==> src/hw/rtl/rep_string_move_fill_sequencer_macros.svh <==
// Assertion helpers for the string sequencer.
`ifndef REP_STRING_MOVE_FILL_SEQUENCER_MACROS_SVH
`define REP_STRING_MOVE_FILL_SEQUENCER_MACROS_SVH

// Antecedent implies consequent in the same cycle.
`define RSMF_ASSERT_IMPL(label, clk, rst, ante, cons) \
  label: assert property (@(posedge clk) disable iff (rst) (ante) |-> (cons)) \
    else $error("rsmf: implication check failed");

// Condition must never hold.
`define RSMF_ASSERT_NEVER(label, clk, rst, cond) \
  label: assert property (@(posedge clk) disable iff (rst) !(cond)) \
    else $error("rsmf: forbidden condition seen");

`endif

==> src/hw/rtl/rsmf_pkg.sv <==
`timescale 1ns / 1ps

package rsmf_pkg;

  localparam int DATA_W = 16;
  localparam int ADDR_W = 20;

  localparam logic [1:0] REQ_START      = 2'd0;
  localparam logic [1:0] REQ_READ_DONE  = 2'd1;
  localparam logic [1:0] REQ_WRITE_DONE = 2'd2;
  localparam logic [1:0] REQ_UNUSED     = 2'd3;

  localparam logic [1:0] ACT_READ  = 2'd0;
  localparam logic [1:0] ACT_WRITE = 2'd1;
  localparam logic [1:0] ACT_DONE  = 2'd2;
  localparam logic [1:0] ACT_FAULT = 2'd3;

  typedef enum logic [1:0] {
    KIND_START,
    KIND_RD_DONE,
    KIND_WR_DONE
  } kind_t;

  // Queue entry handed from front to back.
  typedef struct packed {
    kind_t             kind;
    logic              is_fill;
    logic              is_word;
    logic              dir_down;
    logic [DATA_W-1:0] src_segment;
    logic [DATA_W-1:0] dst_segment;
    logic [DATA_W-1:0] src_offset;
    logic [DATA_W-1:0] dst_offset;
    logic [DATA_W-1:0] elem_count;
    logic [DATA_W-1:0] data;      // masked fill value on a fill start, zero on a copy start, raw read data otherwise
    logic              fault;
  } cmd_t;

  function automatic logic [ADDR_W-1:0] lin_addr(input logic [DATA_W-1:0] seg,
                                                 input logic [DATA_W-1:0] off);
    lin_addr = {seg, 4'b0000} + {4'b0000, off};
  endfunction

  function automatic logic [DATA_W-1:0] step_off(input logic [DATA_W-1:0] off,
                                                 input logic word,
                                                 input logic down);
    logic [DATA_W-1:0] w;
    w = word ? DATA_W'(2) : DATA_W'(1);
    step_off = down ? off - w : off + w;
  endfunction

  function automatic logic [DATA_W-1:0] mask_data(input logic [DATA_W-1:0] d,
                                                  input logic word);
    mask_data = word ? d : {8'h00, d[7:0]};
  endfunction

endpackage

==> src/hw/rtl/rsmf_if.sv <==
`timescale 1ns / 1ps

interface rsmf_in_if;
  logic        valid;
  logic        ready;
  logic [1:0]  req_type;
  logic        is_fill;
  logic        is_word;
  logic        dir_down;
  logic [15:0] src_segment;
  logic [15:0] dst_segment;
  logic [15:0] src_offset;
  logic [15:0] dst_offset;
  logic [15:0] elem_count;
  logic [15:0] fill_value;
  logic [15:0] read_data;
  logic        fault;

  modport source (
    output valid, req_type, is_fill, is_word, dir_down, src_segment, dst_segment,
    output src_offset, dst_offset, elem_count, fill_value, read_data, fault,
    input  ready
  );
  modport sink (
    input  valid, req_type, is_fill, is_word, dir_down, src_segment, dst_segment,
    input  src_offset, dst_offset, elem_count, fill_value, read_data, fault,
    output ready
  );
endinterface

interface rsmf_out_if;
  logic        valid;
  logic        ready;
  logic [1:0]  action;
  logic [19:0] linear_address;
  logic        access_word;
  logic [15:0] write_data;
  logic [15:0] cur_src_offset;
  logic [15:0] cur_dst_offset;
  logic [15:0] remaining;

  modport source (
    output valid, action, linear_address, access_word, write_data,
    output cur_src_offset, cur_dst_offset, remaining,
    input  ready
  );
  modport sink (
    input  valid, action, linear_address, access_word, write_data,
    input  cur_src_offset, cur_dst_offset, remaining,
    output ready
  );
endinterface

==> src/hw/rtl/rsmf_front.sv <==
`timescale 1ns / 1ps

module rsmf_front
  import rsmf_pkg::*;
(
  rsmf_in_if.sink cmd,
  input  logic    q_full,
  output logic    q_push,
  output cmd_t    q_entry
);

  always_comb begin
    q_entry             = '0;
    q_entry.is_fill     = cmd.is_fill;
    q_entry.is_word     = cmd.is_word;
    q_entry.dir_down    = cmd.dir_down;
    q_entry.src_segment = cmd.src_segment;
    q_entry.dst_segment = cmd.dst_segment;
    q_entry.src_offset  = cmd.src_offset;
    q_entry.dst_offset  = cmd.dst_offset;
    q_entry.elem_count  = cmd.elem_count;
    q_entry.fault       = cmd.fault;
    unique case (cmd.req_type)
      REQ_START: begin
        q_entry.kind = KIND_START;
        q_entry.data = cmd.is_fill ? mask_data(cmd.fill_value, cmd.is_word) : '0;
      end
      REQ_READ_DONE: begin
        q_entry.kind = KIND_RD_DONE;
        q_entry.data = cmd.read_data;
      end
      REQ_WRITE_DONE: begin
        q_entry.kind = KIND_WR_DONE;
        q_entry.data = cmd.read_data;
      end
      default: begin
        q_entry.kind = KIND_START;
        q_entry.data = '0;
      end
    endcase
  end

  // unused request codes are taken and dropped here
  assign cmd.ready = !q_full;
  assign q_push    = cmd.valid && !q_full && (cmd.req_type != REQ_UNUSED);

endmodule

==> src/hw/rtl/rsmf_queue.sv <==
`timescale 1ns / 1ps

module rsmf_queue
  import rsmf_pkg::*;
#(
  parameter int DEPTH = 2
) (
  input  logic clk,
  input  logic rst,
  input  logic push,
  input  cmd_t push_entry,
  output logic full,
  input  logic pop,
  output logic valid,
  output cmd_t head
);

  localparam int PTR_W = (DEPTH > 1) ? $clog2(DEPTH) : 1;
  localparam int CNT_W = $clog2(DEPTH + 1);
  localparam logic [PTR_W-1:0] LAST = PTR_W'(DEPTH - 1);

  cmd_t             store [DEPTH];
  logic [PTR_W-1:0] wr_ptr;
  logic [PTR_W-1:0] rd_ptr;
  logic [CNT_W-1:0] count;

  assign full  = (count == CNT_W'(DEPTH));
  assign valid = (count != '0);
  assign head  = store[rd_ptr];

  always_ff @(posedge clk) begin
    if (rst) begin
      wr_ptr <= '0;
      rd_ptr <= '0;
      count  <= '0;
    end else begin
      if (push) begin
        store[wr_ptr] <= push_entry;
        wr_ptr        <= (wr_ptr == LAST) ? '0 : wr_ptr + 1'b1;
      end
      if (pop) begin
        rd_ptr <= (rd_ptr == LAST) ? '0 : rd_ptr + 1'b1;
      end
      if (push && !pop) begin
        count <= count + 1'b1;
      end else if (pop && !push) begin
        count <= count - 1'b1;
      end
    end
  end

endmodule

==> src/hw/rtl/rsmf_back.sv <==
`timescale 1ns / 1ps

module rsmf_back
  import rsmf_pkg::*;
(
  input  logic        clk,
  input  logic        rst,
  input  logic        q_valid,
  input  cmd_t        q_head,
  output logic        q_pop,
  rsmf_out_if.source  res
);

  typedef enum logic [1:0] {
    PH_IDLE,
    PH_READ,
    PH_WRITE
  } phase_t;

  phase_t            phase, phase_next;
  logic              mode_fill, mode_fill_next;
  logic              mode_word, mode_word_next;
  logic              dir_flag, dir_flag_next;
  logic [DATA_W-1:0] src_seg_reg, src_seg_next;
  logic [DATA_W-1:0] dst_seg_reg, dst_seg_next;
  logic [DATA_W-1:0] src_off_reg, src_off_next;
  logic [DATA_W-1:0] dst_off_reg, dst_off_next;
  logic [DATA_W-1:0] count_reg, count_next;
  logic [DATA_W-1:0] data_reg, data_next;
  logic              emit;
  logic [1:0]        act;
  logic              out_free;

  assign out_free = !res.valid || res.ready;
  assign q_pop    = q_valid && out_free;

  always_comb begin
    phase_next     = phase;
    mode_fill_next = mode_fill;
    mode_word_next = mode_word;
    dir_flag_next  = dir_flag;
    src_seg_next   = src_seg_reg;
    dst_seg_next   = dst_seg_reg;
    src_off_next   = src_off_reg;
    dst_off_next   = dst_off_reg;
    count_next     = count_reg;
    data_next      = data_reg;
    emit           = 1'b0;
    act            = ACT_DONE;
    if (q_pop) begin
      unique case (q_head.kind)
        KIND_START: begin
          mode_fill_next = q_head.is_fill;
          mode_word_next = q_head.is_word;
          dir_flag_next  = q_head.dir_down;
          src_seg_next   = q_head.src_segment;
          dst_seg_next   = q_head.dst_segment;
          src_off_next   = q_head.src_offset;
          dst_off_next   = q_head.dst_offset;
          count_next     = q_head.elem_count;
          data_next      = q_head.data;
          emit           = 1'b1;
        end
        KIND_RD_DONE: begin
          if (phase == PH_READ) begin
            emit = 1'b1;
            if (q_head.fault) begin
              act = ACT_FAULT;
            end else begin
              act       = ACT_WRITE;
              data_next = mask_data(q_head.data, mode_word);
            end
          end
        end
        KIND_WR_DONE: begin
          if (phase == PH_WRITE) begin
            emit = 1'b1;
            if (q_head.fault) begin
              act = ACT_FAULT;
            end else begin
              if (!mode_fill) begin
                src_off_next = step_off(src_off_reg, mode_word, dir_flag);
              end
              dst_off_next = step_off(dst_off_reg, mode_word, dir_flag);
              count_next   = count_reg - 1'b1;
            end
          end
        end
        default: begin
          emit = 1'b0;
        end
      endcase
      // start and clean write completion both issue the next access, or done at zero count
      if (emit && (q_head.kind == KIND_START ||
                   (q_head.kind == KIND_WR_DONE && !q_head.fault))) begin
        if (count_next == '0) begin
          act = ACT_DONE;
        end else if (mode_fill_next) begin
          act = ACT_WRITE;
        end else begin
          act = ACT_READ;
        end
      end
      if (emit) begin
        unique case (act)
          ACT_READ:  phase_next = PH_READ;
          ACT_WRITE: phase_next = PH_WRITE;
          default:   phase_next = PH_IDLE;
        endcase
      end
    end
  end

  always_ff @(posedge clk) begin
    if (rst) begin
      phase     <= PH_IDLE;
      res.valid <= 1'b0;
    end else begin
      phase <= phase_next;
      if (out_free) begin
        res.valid <= emit;
      end
    end
    mode_fill   <= mode_fill_next;
    mode_word   <= mode_word_next;
    dir_flag    <= dir_flag_next;
    src_seg_reg <= src_seg_next;
    dst_seg_reg <= dst_seg_next;
    src_off_reg <= src_off_next;
    dst_off_reg <= dst_off_next;
    count_reg   <= count_next;
    data_reg    <= data_next;
    if (emit) begin
      res.action         <= act;
      res.linear_address <= '0;
      res.access_word    <= 1'b0;
      res.write_data     <= '0;
      if (act == ACT_READ) begin
        res.linear_address <= lin_addr(src_seg_next, src_off_next);
        res.access_word    <= mode_word_next;
      end else if (act == ACT_WRITE) begin
        res.linear_address <= lin_addr(dst_seg_next, dst_off_next);
        res.access_word    <= mode_word_next;
        res.write_data     <= data_next;
      end
      res.cur_src_offset <= src_off_next;
      res.cur_dst_offset <= dst_off_next;
      res.remaining      <= count_next;
    end
  end

endmodule

==> src/hw/rtl/rep_string_move_fill_sequencer.sv <==
`timescale 1ns / 1ps
// Channel | Dir | Contents
// cmd     | in  | start command, read completion or write completion
// res     | out | read/write request, done or fault stop, with offsets and count
//
// One transaction per cycle on each side while neither side stalls; a command is queued
// when taken; its result, if any, goes into the output register once that is free.
// Rate is set by the back end stepping one queued command per cycle while res is not stalled.
// Reset: one cycle of rst, sequencer idle, queue empty; no clearing pass.
// cmd stalls only when the QUEUE_DEPTH-entry queue is full; res stalls hold the
// output register while the queue keeps filling.

`include "rep_string_move_fill_sequencer_macros.svh"

module rep_string_move_fill_sequencer
  import rsmf_pkg::*;
#(
  parameter int QUEUE_DEPTH = 2
) (
  input  logic       clk,
  input  logic       rst,
  rsmf_in_if.sink    cmd,
  rsmf_out_if.source res
);

  logic q_push;
  logic q_full;
  logic q_pop;
  logic q_valid;
  cmd_t q_entry;
  cmd_t q_head;
  logic unused_cmd;
  logic res_stop;
  logic res_blank;

  assign unused_cmd = cmd.valid && (cmd.req_type == REQ_UNUSED);
  assign res_stop   = res.valid && (res.action == ACT_DONE || res.action == ACT_FAULT);
  assign res_blank  = (res.linear_address == '0) && (res.write_data == '0);

  rsmf_front u_front (
    .cmd     (cmd),
    .q_full  (q_full),
    .q_push  (q_push),
    .q_entry (q_entry)
  );

  rsmf_queue #(
    .DEPTH (QUEUE_DEPTH)
  ) u_queue (
    .clk        (clk),
    .rst        (rst),
    .push       (q_push),
    .push_entry (q_entry),
    .full       (q_full),
    .pop        (q_pop),
    .valid      (q_valid),
    .head       (q_head)
  );

  rsmf_back u_back (
    .clk     (clk),
    .rst     (rst),
    .q_valid (q_valid),
    .q_head  (q_head),
    .q_pop   (q_pop),
    .res     (res)
  );

  `RSMF_ASSERT_NEVER(a_push_when_full, clk, rst, q_push && q_full)
  `RSMF_ASSERT_NEVER(a_pop_when_empty, clk, rst, q_pop && !q_valid)
  `RSMF_ASSERT_IMPL(a_unused_dropped, clk, rst, unused_cmd, !q_push)
  `RSMF_ASSERT_IMPL(a_stop_no_addr, clk, rst, res_stop, res_blank)

endmodule

==> src/flat_wrapper.sv <==
// flat-port wrapper written by rule: the top's interface ports become plain ports
module rep_string_move_fill_sequencer_flat import rsmf_pkg::*;
#(
  parameter int QUEUE_DEPTH = 2
)
  (clk, rst, cmd_valid, cmd_req_type, cmd_is_fill, cmd_is_word, cmd_dir_down, cmd_src_segment, cmd_dst_segment, cmd_src_offset, cmd_dst_offset, cmd_elem_count, cmd_fill_value, cmd_read_data, cmd_fault, cmd_ready, res_valid, res_action, res_linear_address, res_access_word, res_write_data, res_cur_src_offset, res_cur_dst_offset, res_remaining, res_ready);
  rsmf_in_if cmd_i ();
  rsmf_out_if res_i ();
  input  logic clk;
  input  logic rst;
  input wire logic [$bits(cmd_i.valid)-1:0] cmd_valid;
  input wire logic [$bits(cmd_i.req_type)-1:0] cmd_req_type;
  input wire logic [$bits(cmd_i.is_fill)-1:0] cmd_is_fill;
  input wire logic [$bits(cmd_i.is_word)-1:0] cmd_is_word;
  input wire logic [$bits(cmd_i.dir_down)-1:0] cmd_dir_down;
  input wire logic [$bits(cmd_i.src_segment)-1:0] cmd_src_segment;
  input wire logic [$bits(cmd_i.dst_segment)-1:0] cmd_dst_segment;
  input wire logic [$bits(cmd_i.src_offset)-1:0] cmd_src_offset;
  input wire logic [$bits(cmd_i.dst_offset)-1:0] cmd_dst_offset;
  input wire logic [$bits(cmd_i.elem_count)-1:0] cmd_elem_count;
  input wire logic [$bits(cmd_i.fill_value)-1:0] cmd_fill_value;
  input wire logic [$bits(cmd_i.read_data)-1:0] cmd_read_data;
  input wire logic [$bits(cmd_i.fault)-1:0] cmd_fault;
  output wire logic [$bits(cmd_i.ready)-1:0] cmd_ready;
  output wire logic [$bits(res_i.valid)-1:0] res_valid;
  output wire logic [$bits(res_i.action)-1:0] res_action;
  output wire logic [$bits(res_i.linear_address)-1:0] res_linear_address;
  output wire logic [$bits(res_i.access_word)-1:0] res_access_word;
  output wire logic [$bits(res_i.write_data)-1:0] res_write_data;
  output wire logic [$bits(res_i.cur_src_offset)-1:0] res_cur_src_offset;
  output wire logic [$bits(res_i.cur_dst_offset)-1:0] res_cur_dst_offset;
  output wire logic [$bits(res_i.remaining)-1:0] res_remaining;
  input wire logic [$bits(res_i.ready)-1:0] res_ready;
  assign cmd_i.valid = cmd_valid;
  assign cmd_i.req_type = cmd_req_type;
  assign cmd_i.is_fill = cmd_is_fill;
  assign cmd_i.is_word = cmd_is_word;
  assign cmd_i.dir_down = cmd_dir_down;
  assign cmd_i.src_segment = cmd_src_segment;
  assign cmd_i.dst_segment = cmd_dst_segment;
  assign cmd_i.src_offset = cmd_src_offset;
  assign cmd_i.dst_offset = cmd_dst_offset;
  assign cmd_i.elem_count = cmd_elem_count;
  assign cmd_i.fill_value = cmd_fill_value;
  assign cmd_i.read_data = cmd_read_data;
  assign cmd_i.fault = cmd_fault;
  assign cmd_ready = cmd_i.ready;
  assign res_valid = res_i.valid;
  assign res_action = res_i.action;
  assign res_linear_address = res_i.linear_address;
  assign res_access_word = res_i.access_word;
  assign res_write_data = res_i.write_data;
  assign res_cur_src_offset = res_i.cur_src_offset;
  assign res_cur_dst_offset = res_i.cur_dst_offset;
  assign res_remaining = res_i.remaining;
  assign res_i.ready = res_ready;
  rep_string_move_fill_sequencer #(.QUEUE_DEPTH(QUEUE_DEPTH)) u_core (.clk(clk), .rst(rst), .cmd(cmd_i), .res(res_i));
endmodule
==> config.mk <==
export PLATFORM = sky130hd
export DESIGN_NAME = rep_string_move_fill_sequencer_flat
export DESIGN_NICKNAME = d
export VERILOG_FILES = /design/src/hw/rtl/rsmf_pkg.sv /design/src/hw/rtl/rsmf_if.sv /design/src/hw/rtl/rsmf_front.sv /design/src/hw/rtl/rsmf_queue.sv /design/src/hw/rtl/rsmf_back.sv /design/src/hw/rtl/rep_string_move_fill_sequencer.sv /design/src/flat_wrapper.sv
export VERILOG_INCLUDE_DIRS = /design/src /design/src/hw/rtl
export SDC_FILE = /design/constraint.sdc
export NUM_CORES = 1
export LEC_CHECK = 0
export BUFFER_PORTS_ARGS = -buffer_cell sky130_fd_sc_hd__buf_2
export CORE_UTILIZATION = 35
export CTS_CLUSTER_DIAMETER = 40
export CTS_CLUSTER_SIZE = 28
export DETAILED_ROUTE_END_ITERATION = 10
export GPL_TIMING_DRIVEN = 0
export PLACE_DENSITY_LB_ADDON = 0.3
export SYNTH_ARGS = -nofsm -noshare
export SYNTH_HDL_FRONTEND = slang
export SYNTH_HIERARCHICAL = 1
export SYNTH_SLANG_ARGS = --single-unit
==> constraint.sdc <==
create_clock -name clk -period 12.5 [get_ports clk]
set_input_delay 2.5 -clock clk [delete_from_list [all_inputs] [get_ports clk]]
set_output_delay 2.5 -clock clk [all_outputs]
set_load 0.01 [all_outputs]
==> summary.md, run 1 <==
| Metric | Value |
|---|---|
| First-pass GRT wire length | `75.6 mm` |
| CTS buffer count | `67` |
| Regs by FF count | `u_core/u_queue/store (204), u_core/u_back/res.linear_address (20)` |
| Clk sinks | `398` |
| Antenna Cells | `0` |
| Ports | `211` |
| CP top delay family | `buffers and inverters` |
| Hold Buf Count CTS | `0` |
| Full die area | `55700 sq um` |
| Relative slew slack | `14.6%` |
| Antenna viol nets, final | `0` |
| Post-CTS setup buffers | `0` |
| Fin. Hold Viols | `0` |
| Worst vdd ir | `0.000118 V` |
| Post-detail-place hpwl | `37.2 mm` |
| Setup TNS | `0 ns` |
| Critical Path AT | `8.28 ns` |
| YS warnings | `6` |
| Max stage delay on crit path | `0.75 ns` |
| Fin nets | `1885` |
| GR Util All Layers | `18.0%` |
| Reg with most FFs | `u_core/u_queue/store` |
| Post-synth top flop | `edfxtp_1` |
| Placed Instance Area | `20900 sq um` |
| Async S/R FF share, synth | `0%` |
| Worst hold path type | `register to register` |
| Clock Latency Late Sink | `0.60 ns` |
| Synth Net Count | `1676` |
| Setup slack at placement | `4.09 ns` |
| Final wirelength | `50.3 mm` |
| Worst path slowest cell | `clkbuf_1` |
| Total core area | `53900 sq um` |
| Clock skew | `0.0308 ns` |
| Pwr Total | `5.93 mW` |
| Placed insts | `2323` |
| DR vias/cell | `5.12` |
| Post-synth EDFFs | `293` |
| Period utilisation layout | `63.7%` |
| Critical Path, Cell by Cell | `buf_2 -> nor2b_1 -> nor2_1 -> clkbuf_1 -> clkbuf_1 -> clkbuf_1 -> a22oi_1 -> nand2_1 -> ha_1 -> inv_1 -> fa_1 -> nor2b_1 -> o21ai_0 -> a21boi_0 -> o21ai_0 -> a211oi_1 -> o21ai_0 -> a21oi_1 -> mux2i_1 -> a211oi_1` |
| Final non-filler cell total | `2447` |
| Via count | `12500` |
| Pins Over Slew Limit | `0` |
| Post-DR wirelength/cell | `20.6 microns` |
| CP Class | `primary input to register` |
| Grt total ovfl | `0` |
| Drt first pass iters | `5` |
| Yosys reg bits | `398` |
| 1st-iter DRT viols | `822` |
| Share of cells above drive strength 1 | `29.9%` |
| # H-tree levels | `3` |
| Yosys cell types | `95` |
| Power Density | `255 nW/um^2` |
| P&R area growth vs syn | `21.2%` |
| Post-Syn Instances | `1487` |
| Seq/Total Area, Yosys | `56.9%` |
| WP buf/inv | `5` |
| Chip Width | `236 microns` |
| Maximum fanout along the worst path | `10` |
| Synth Cell Area | `19200 sq um` |
| Clock transition at the registers of the reported paths | `0.06 ns` |
| Vias in the first global route | `12700` |
| Final hold slack | `0.468 ns` |
| Num rows | `85` |
| CP endpoint kind | `register` |
| Max Cap Viol | `0` |
| Avg Cell Area, Syn | `12.9 sq um` |
| Worst-Margin Slew | `1.28 ns` |
| RSZ-0062 raised after global routing | `no` |
| Final Util | `43.0%` |
| Period minus WS final | `7.96 ns` |
| CP Data Required Time | `12.81 ns` |
| Clk buf depth | `3` |
| Starting Density | `35.5%` |
| # setup viols final | `0` |
| CTS resizes | `0` |
| Pin count of the biggest net entering global routing | `64` |
| Status | `finished clean` |
| Leakage power | `9.06 nW` |
| Antenna violations before repair | `2` |
| CTS tree | `yes` |
| DRC viols | `0` |
| CP Launch Type | `primary input` |
| Fmax | `126 MHz` |
| Design area | `23200 sq um` |
| Gp weighted congestion | `0.896` |
| Final WS setup | `4.54 ns` |
| Root buf cell | `clkbuf_16` |
| I/O Buffers | `126` |
| Largest register FFs | `204` |
| Chip height | `236 microns` |
## power by group
part	switching, mW	leakage [nW]	internal [mW]
registers	0.133	3.57	1.73
clock network	0.728	1.14	1.14
logic	1.27	4.35	0.919
total	2.14	9.06	3.79
## worst reg2reg max path, delay by kind of cell (launching register included)
kind	cells	cell delay (ns)
AND/OR/NAND/NOR	4	1.01
multiplexers	2	0.53
AO/OA/AOI/OAI	8	1.95
flip-flops	1	0.33
buffers and inverters	7	2.81
adder cells (fa/ha/maj)	3	0.75
## placed cells by master (no fill, tap or decap), drive strengths merged, types with 11 or more instances in the layout
cell type / n
edfxtp: 293
buf: 254
mux2: 127
dfxtp: 105
clkbuf: 97
nand2: 88
inv: 73
nor2: 68
ha: 65
a21oi: 65
o21ai: 59
xnor2: 38
nor3: 29
a22oi: 27
and3: 23
nand3: 22
clkinv: 22
a22o: 21
a21o: 19
xor2: 18
nand4: 16
or3: 13
nand2b: 11
nor2b: 11
a32oi: 11
## synth_stat cells (16+ instances only)
cell type  instances  area share, %
nand4_1           16           0.52
a22oi_1           27            1.1
mux2_4            80            6.3
xor2_1            18           0.82
inv_1             52            1.0
buf_4             86            3.4
o21ai_0           54            1.4
nor3_1            28           0.73
edfxtp_1         293             46
mux2_2            47            2.8
dfxtp_1          105             11
xnor2_1           38            1.7
nand2_1           88            1.7
and3_1            23           0.75
a21oi_1           64            1.7
clkbuf_1          23           0.45
nor2_1            67            1.3
nand3_1           22           0.57
ha_1              65            4.2
a22o_1            21           0.96
a21o_1            19           0.74
## kinds of logic after synthesis
logic type	Yosys count	synth area share (%)
adder cells (fa/ha/maj)	68	4.51
XOR/XNOR	56	2.56
buffers and inverters	190	6.17
AO/OA/AOI/OAI	304	11.0
multiplexers	137	9.56
flip-flops	398	56.9
AND/OR/NAND/NOR	334	9.26
## routing by layer
metal  vias to the layer above  global-route usage [%]  share of wire [%]
met5                         -                       0              0.044
met4                         4                    6.52                2.9
met3                        93                    4.14                5.4
met2                       363                    30.1                 48
met1                      6076                    22.6                 44
li1                       5984                       -                  -
## cell type report
class	instances	area, sq um
Sequential cell	398	10900
Clock buffer	73	1770
Buffer	138	987
Clock inverter	51	579
Tap cell	696	871
Fill cell	4994	30700
Multi-Input combinational cell	899	7080
Inverter	52	198
Timing Repair Buffer	140	823
## worst paths after layout
path	depth (start not counted)	end	slack, ns	from
setup / recovery	20	u_core/u_back/res.linear_address[16]	4.54	res_ready
hold / removal	1	u_core/u_back/data_reg[13]	0.47	u_core/u_back/data_reg[13]
setup reg to reg	24	u_core/u_back/res.linear_address[16]	4.84	register
hold reg to reg	1	u_core/u_back/data_reg[13]	0.47	u_core/u_back/data_reg[13]
(Power assumes the default switching activity.)
==> run 2, diff against run 1 <==
clock period = 8.2 ns   (was 12.5 ns; I/O delays follow)
==> summary.md, run 2 (same netlist as run 1, synthesis figures left out) <==
| Metric | Value |
|---|---|
| 1st-iter DRT viols | `799` |
| WHS Path Cells | `1` |
| Comb pwr share | `37.2%` |
| Gp weighted congestion | `0.881` |
| Num rows | `85` |
| Period utilisation layout | `91.2%` |
| Largest register FFs | `204` |
| Fin nets | `1881` |
| Setup slack at placement | `0.737 ns` |
| # setup viols final | `0` |
| Commonest cells after routing, fill and taps aside | `edfxtp_1 (293), buf_2 (136), dfxtp_1 (105), nand2_1 (88), buf_4 (86)` |
| Critical path's most frequent cell | `clkbuf_1` |
| Worst hold path type | `register to register` |
| Reg with most FFs | `u_core/u_queue/store` |
| R2R Setup Slk | `0.72 ns` |
| RSZ-0062 raised after global routing | `no` |
| Antenna Cells | `0` |
| CP endpoint kind | `register` |
| Share of cells above drive strength 1 | `29.2%` |
| Post-CTS setup buffers | `0` |
| FF-to-FF path depth | `24` |
| CTS buffer count | `66` |
| Chip Width | `236 microns` |
| Drt first pass iters | `5` |
| Critical Path, Cell by Cell | `buf_2 -> mux2_2 -> inv_1 -> ha_1 -> clkbuf_1 -> nand2_1 -> nor2_1 -> clkbuf_1 -> clkbuf_1 -> clkbuf_1 -> a22oi_1 -> nand2_1 -> ha_1 -> inv_1 -> fa_1 -> nor2b_1 -> o21ai_0 -> a21boi_0 -> o21ai_0 -> a211oi_1 -> o21ai_0 -> a21oi_1 -> mux2i_1 -> a211oi_1` |
| Most common cell after layout, fill and taps aside | `edfxtp_1` |
| Critical Path AT | `7.80 ns` |
| Worst hold endpoint | `u_core/u_back/data_reg[0]` |
| I/O Buffers | `126` |
| Max stage delay on crit path | `0.69 ns` |
| Chip height | `236 microns` |
| Final hold slack | `0.478 ns` |
| # H-tree levels | `3` |
| Full die area | `55700 sq um` |
| Clock Latency Late Sink | `0.59 ns` |
| CP top delay family | `buffers and inverters` |
| Clock transition at the registers of the reported paths | `0.06 ns` |
| CTS tree | `yes` |
| Clock power frac | `31.4%` |
| Post-detail-place hpwl | `37.5 mm` |
| Status | `finished clean` |
| Maximum fanout along the worst path | `10` |
| Power Density | `389 nW/um^2` |
| Flop pwr share | `31.5%` |
| Antenna viol nets, final | `0` |
| Max Cap Viol | `0` |
| Clock skew | `0.0295 ns` |
| Worst-Margin Slew | `1.35 ns` |
| Ports | `211` |
| Area of the multi-input gates | `7080 sq um` |
| Fill cells | `4941` |
| Vias in the first global route | `12600` |
| First-pass GRT wire length | `75.3 mm` |
| Grt total ovfl | `0` |
| Net Sw Frac | `35.4%` |
| Total core area | `53900 sq um` |
| Int Power | `5.84 mW` |
| Fin. Hold Viols | `0` |
| GR Util All Layers | `18.0%` |
| Post-DR wirelength/cell | `20.7 microns` |
| Starting Density | `35.5%` |
| Fmax | `134 MHz` |
| CP Launch Type | `register` |
| Period minus WS final | `7.48 ns` |
| Min-delay src | `u_core/u_back/data_reg[0]` |
| Relative slew slack | `10.3%` |
| Pin count of the biggest net entering global routing | `67` |
| Clk buf depth | `3` |
| P&R area growth vs syn | `21.2%` |
| CP Data Required Time | `8.53 ns` |
| CP Class | `register to register` |
| DR vias/cell | `5.12` |
| Via count | `12500` |
| Hold Buf Count CTS | `0` |
| Final wirelength | `50.5 mm` |
| Switching pwr | `3.20 mW` |
| Area occupied by registers | `10900 sq um` |
| Final WS setup | `0.723 ns` |
| CTS resizes | `0` |
| WP buf/inv | `7` |
| Clk sinks | `398` |
| Reg-to-Reg End | `u_core/u_back/res.linear_address[16]` |
| Regs by FF count | `u_core/u_queue/store (204), u_core/u_back/res.linear_address (20)` |
| DRC viols | `0` |
| Leakage power | `9.06 nW` |
| Worst vdd ir | `0.000160 V` |
| Worst path slowest cell | `clkbuf_1` |
| Pins Over Slew Limit | `0` |
| Antenna violations before repair | `0` |
| Root buf cell | `clkbuf_16` |
## run 2: how the worst max path moves through the flow
stage | start | endpoint | slack (ns) | cells past startpoint
after floorplan | cmd_req_type[0] | u_core/u_queue/store[0][0] | 1.49 | 3
after global placement | cmd_req_type[0] | u_core/u_queue/store[0][56] | -1.60 | 4
after detailed placement | res_ready | u_core/u_back/res.linear_address[15] | 0.74 | 17
after CTS | register | u_core/u_back/res.linear_address[15] | 0.73 | 21
after global routing | register | u_core/u_back/res.linear_address[16] | 0.16 | 24
final | register | u_core/u_back/res.linear_address[16] | 0.72 | 24
## run 2: worst reg2reg max path, delay by kind of cell, from the launching register on
family          cells  cell delay, ns
flops               1            0.33
mux                 2            0.53
fa+ha+maj           3            0.77
compound gates      8            1.82
simple gates        4            0.97
buf+inv             7            2.78
## run 2: power by group through the flow
stage	registers (mW)	logic, mW	clock network [mW]
2_1_floorplan	2.87	2.39	0
3_5_place_dp	2.88	3.35	0
5_1_grt	2.89	3.69	2.98
3_3_place_gp	2.90	3.27	0
4_1_cts	2.84	3.37	2.90
6_report	2.84	3.36	2.84
## run 2: area by class of cell
class / instances / share of cell area (%)
Sequential cell: 398 / 46.9
Multi-Input combinational cell: 899 / 30.5
Clock buffer: 80 / 7.84
Buffer: 138 / 4.25
Tap cell: 696 / 3.75
Timing Repair Buffer: 137 / 3.67
Clock inverter: 42 / 2.18
Inverter: 52 / 0.851
## run 2: layer usage
layer  GRT usage (%)  vias to the layer above  part of all wire, %
met3            3.87                       87                  5.8
li1                -                     5991                    -
met2            30.1                      390                   49
met4            6.44                        0                  2.9
met1            22.8                     6028                   43
met5               0                        -                    0
## run 2: metrics by stage
stage	instances	area, sq um	total power [mW]	utilization [%]	TNS, ns
detailed placement	2320	20900	6.23	38.7	0
finish	2442	23200	9.04	43.1	0
global route	2442	23200	9.56	43.1	0
floorplan	1487	19200	5.26	-	0
global placement	2309	20700	6.17	38.3	-160.61
CTS	2442	23200	9.12	43.1	0
==> run 3, diff against run 2 <==
CORE_UTILIZATION = 59   (was 35)
PLACE_DENSITY_LB_ADDON = 0.12   (was 0.3)
==> summary.md, run 3 (same netlist as run 1, synthesis figures left out) <==
| Metric | Value |
|---|---|
| # setup viols final | `0` |
| Fin nets | `1862` |
| Largest register FFs | `204` |
| Reg-to-Reg End | `u_core/u_back/res.linear_address[15]` |
| Fill cells | `2242` |
| Ports | `211` |
| Drt first pass iters | `5` |
| Critical Path, Cell by Cell | `buf_2 -> mux2_2 -> inv_1 -> ha_1 -> clkbuf_1 -> nand2_1 -> nor2_1 -> clkbuf_1 -> clkbuf_1 -> clkbuf_1 -> a22oi_1 -> o21ai_0 -> ha_1 -> a21o_1 -> a21oi_1 -> nor2b_1 -> nand4_1 -> mux2i_1 -> o41ai_2 -> o21bai_1 -> a2111oi_0 -> o41ai_1` |
| Clock transition at the registers of the reported paths | `0.07 ns` |
| DRC viols | `0` |
| Final non-filler cell total | `2116` |
| Worst hold path type | `register to register` |
| Hold Buf Count CTS | `0` |
| Leakage power | `8.77 nW` |
| Reg with most FFs | `u_core/u_queue/store` |
| I/O Buffers | `126` |
| Clock Latency Late Sink | `0.57 ns` |
| CP Class | `register to register` |
| Commonest cells after routing, fill and taps aside | `edfxtp_1 (293), buf_2 (135), dfxtp_1 (105), nand2_1 (88), buf_4 (86)` |
| GR Util All Layers | `27.4%` |
| Post-CTS setup buffers | `0` |
| Relative slew slack | `8.07%` |
| Clk buf depth | `3` |
| Chip height | `182 microns` |
| Final wirelength | `45.6 mm` |
| Gp weighted congestion | `0.915` |
| Chip Width | `182 microns` |
| Pins Over Slew Limit | `0` |
| Placed insts | `2024` |
| DR vias/cell | `5.96` |
| CTS buffer count | `49` |
| CP endpoint | `u_core/u_back/res.linear_address[15]` |
| Antenna viol nets, final | `0` |
| Most common cell after layout, fill and taps aside | `edfxtp_1` |
| Num rows | `65` |
| # H-tree levels | `2` |
| Worst vdd ir | `0.000250 V` |
| CTS resizes | `0` |
| RSZ-0062 raised after global routing | `no` |
| Final hold slack | `0.482 ns` |
| Final Util | `70.2%` |
| CP endpoint kind | `register` |
| Antenna violations before repair | `0` |
| Critical Path AT | `7.92 ns` |
| 1st-iter DRT viols | `920` |
| Share of cells above drive strength 1 | `28.4%` |
| CP Launch Type | `register` |
| Worst path slowest cell | `o41ai_2` |
| R2R Setup Slk | `0.56 ns` |
| Antenna Cells | `0` |
| Starting Density | `60.4%` |
| Vias in the first global route | `12400` |
| Fmax | `131 MHz` |
| P&R area growth vs syn | `16.2%` |
| FF-to-FF path depth | `22` |
| Area occupied by registers | `10900 sq um` |
| Max Cap Viol | `0` |
| Status | `finished clean` |
| Root buf cell | `clkbuf_16` |
| Period utilisation layout | `93.1%` |
| Grt total ovfl | `0` |
| Clk sinks | `398` |
| Worst-Margin Slew | `1.38 ns` |
| Pin count of the biggest net entering global routing | `56` |
| Regs by FF count | `u_core/u_queue/store (204), u_core/u_back/res.linear_address (20)` |
| Critical path's most frequent cell | `clkbuf_1` |
| Post-DR wirelength/cell | `21.5 microns` |
| Max stage delay on crit path | `0.70 ns` |
| Period minus WS final | `7.64 ns` |
| Clock skew | `0.0262 ns` |
| Maximum fanout along the worst path | `10` |
| CTS tree | `yes` |
| Total core area | `31700 sq um` |
| Area of the multi-input gates | `7080 sq um` |
| CP Data Required Time | `8.48 ns` |
| Fin. Hold Viols | `0` |
| Power Density | `379 nW/um^2` |
| Post-detail-place hpwl | `33.4 mm` |
| Via count | `12600` |
| First-pass GRT wire length | `69.3 mm` |
| Full die area | `33200 sq um` |
[run 3: cell count changes in the layout (fill, tap and decap cells not counted), sizes merged]
cell	before	now
clkbuf	104	80
bufinv	5	0
clkinvlp	4	0
inv	68	71
buf	251	249
[run 3: cell type report]
| cell class | count | area share (%) |
|---|---|---|
| timing repair buffer | 135 | 3.69 |
| clock inverter | 36 | 2.01 |
| inverter | 52 | 0.888 |
| tap | 402 | 2.26 |
| sequential | 398 | 49.0 |
| buffer | 138 | 4.44 |
| multi-input combinational | 899 | 31.8 |
| clock buffer | 56 | 5.91 |
[run 3: critical path: cells and delay by family (launching register included)]
kind / cells / cell delay, ns
fa+ha+maj: 2 / 0.52
simple gates: 4 / 0.90
compound gates: 8 / 2.45
flops: 1 / 0.37
mux: 2 / 0.56
buf+inv: 6 / 2.52
[run 3: worst min path at each step]
stage	from	endpoint	slack (ns)	cells after the start
3_3_place_gp	u_core/u_back/data_reg[1]	u_core/u_back/data_reg[1]	0.46	1
2_1_floorplan	u_core/u_back/data_reg[0]	u_core/u_back/data_reg[0]	0.44	1
4_1_cts	u_core/u_back/data_reg[0]	u_core/u_back/data_reg[0]	0.48	1
6_report	u_core/u_back/src_seg_reg[8]	u_core/u_back/src_seg_reg[8]	0.48	1
5_1_grt	u_core/u_back/src_seg_reg[8]	u_core/u_back/src_seg_reg[8]	0.50	1
3_5_place_dp	u_core/u_back/data_reg[4]	u_core/u_back/data_reg[4]	0.46	1
[run 3: routing by layer]
metal / share of wire (%) / vias to the layer above / GRT usage (%)
met1: 44 / 6139 / 37.6
met4: 2.4 / 0 / 8.07
met3: 6.3 / 76 / 3.87
li1: - / 5933 / -
met2: 47 / 459 / 45.5
met5: 0 / - / 0
[run 3: power breakdown]
part / internal (mW) / switching, mW
Combinational: 1.40 / 1.96
Sequential: 2.64 / 0.193
Clock: 1.24 / 0.988
Total: 5.28 / 3.14
[run 3: per-stage QoR]
stage / area (sq um) / worst slack (ns) / power, mW / setup TNS [ns]
final: 22300 / 0.563 / 8.43 / 0
after global routing: 22300 / 0.155 / 8.86 / 0
after CTS: 22300 / 0.780 / 8.41 / 0
after detailed placement: 20500 / 0.737 / 6.15 / 0
after global placement: 20300 / -1.26 / 6.10 / -127.51
after floorplan: 19200 / 1.49 / 5.26 / 0
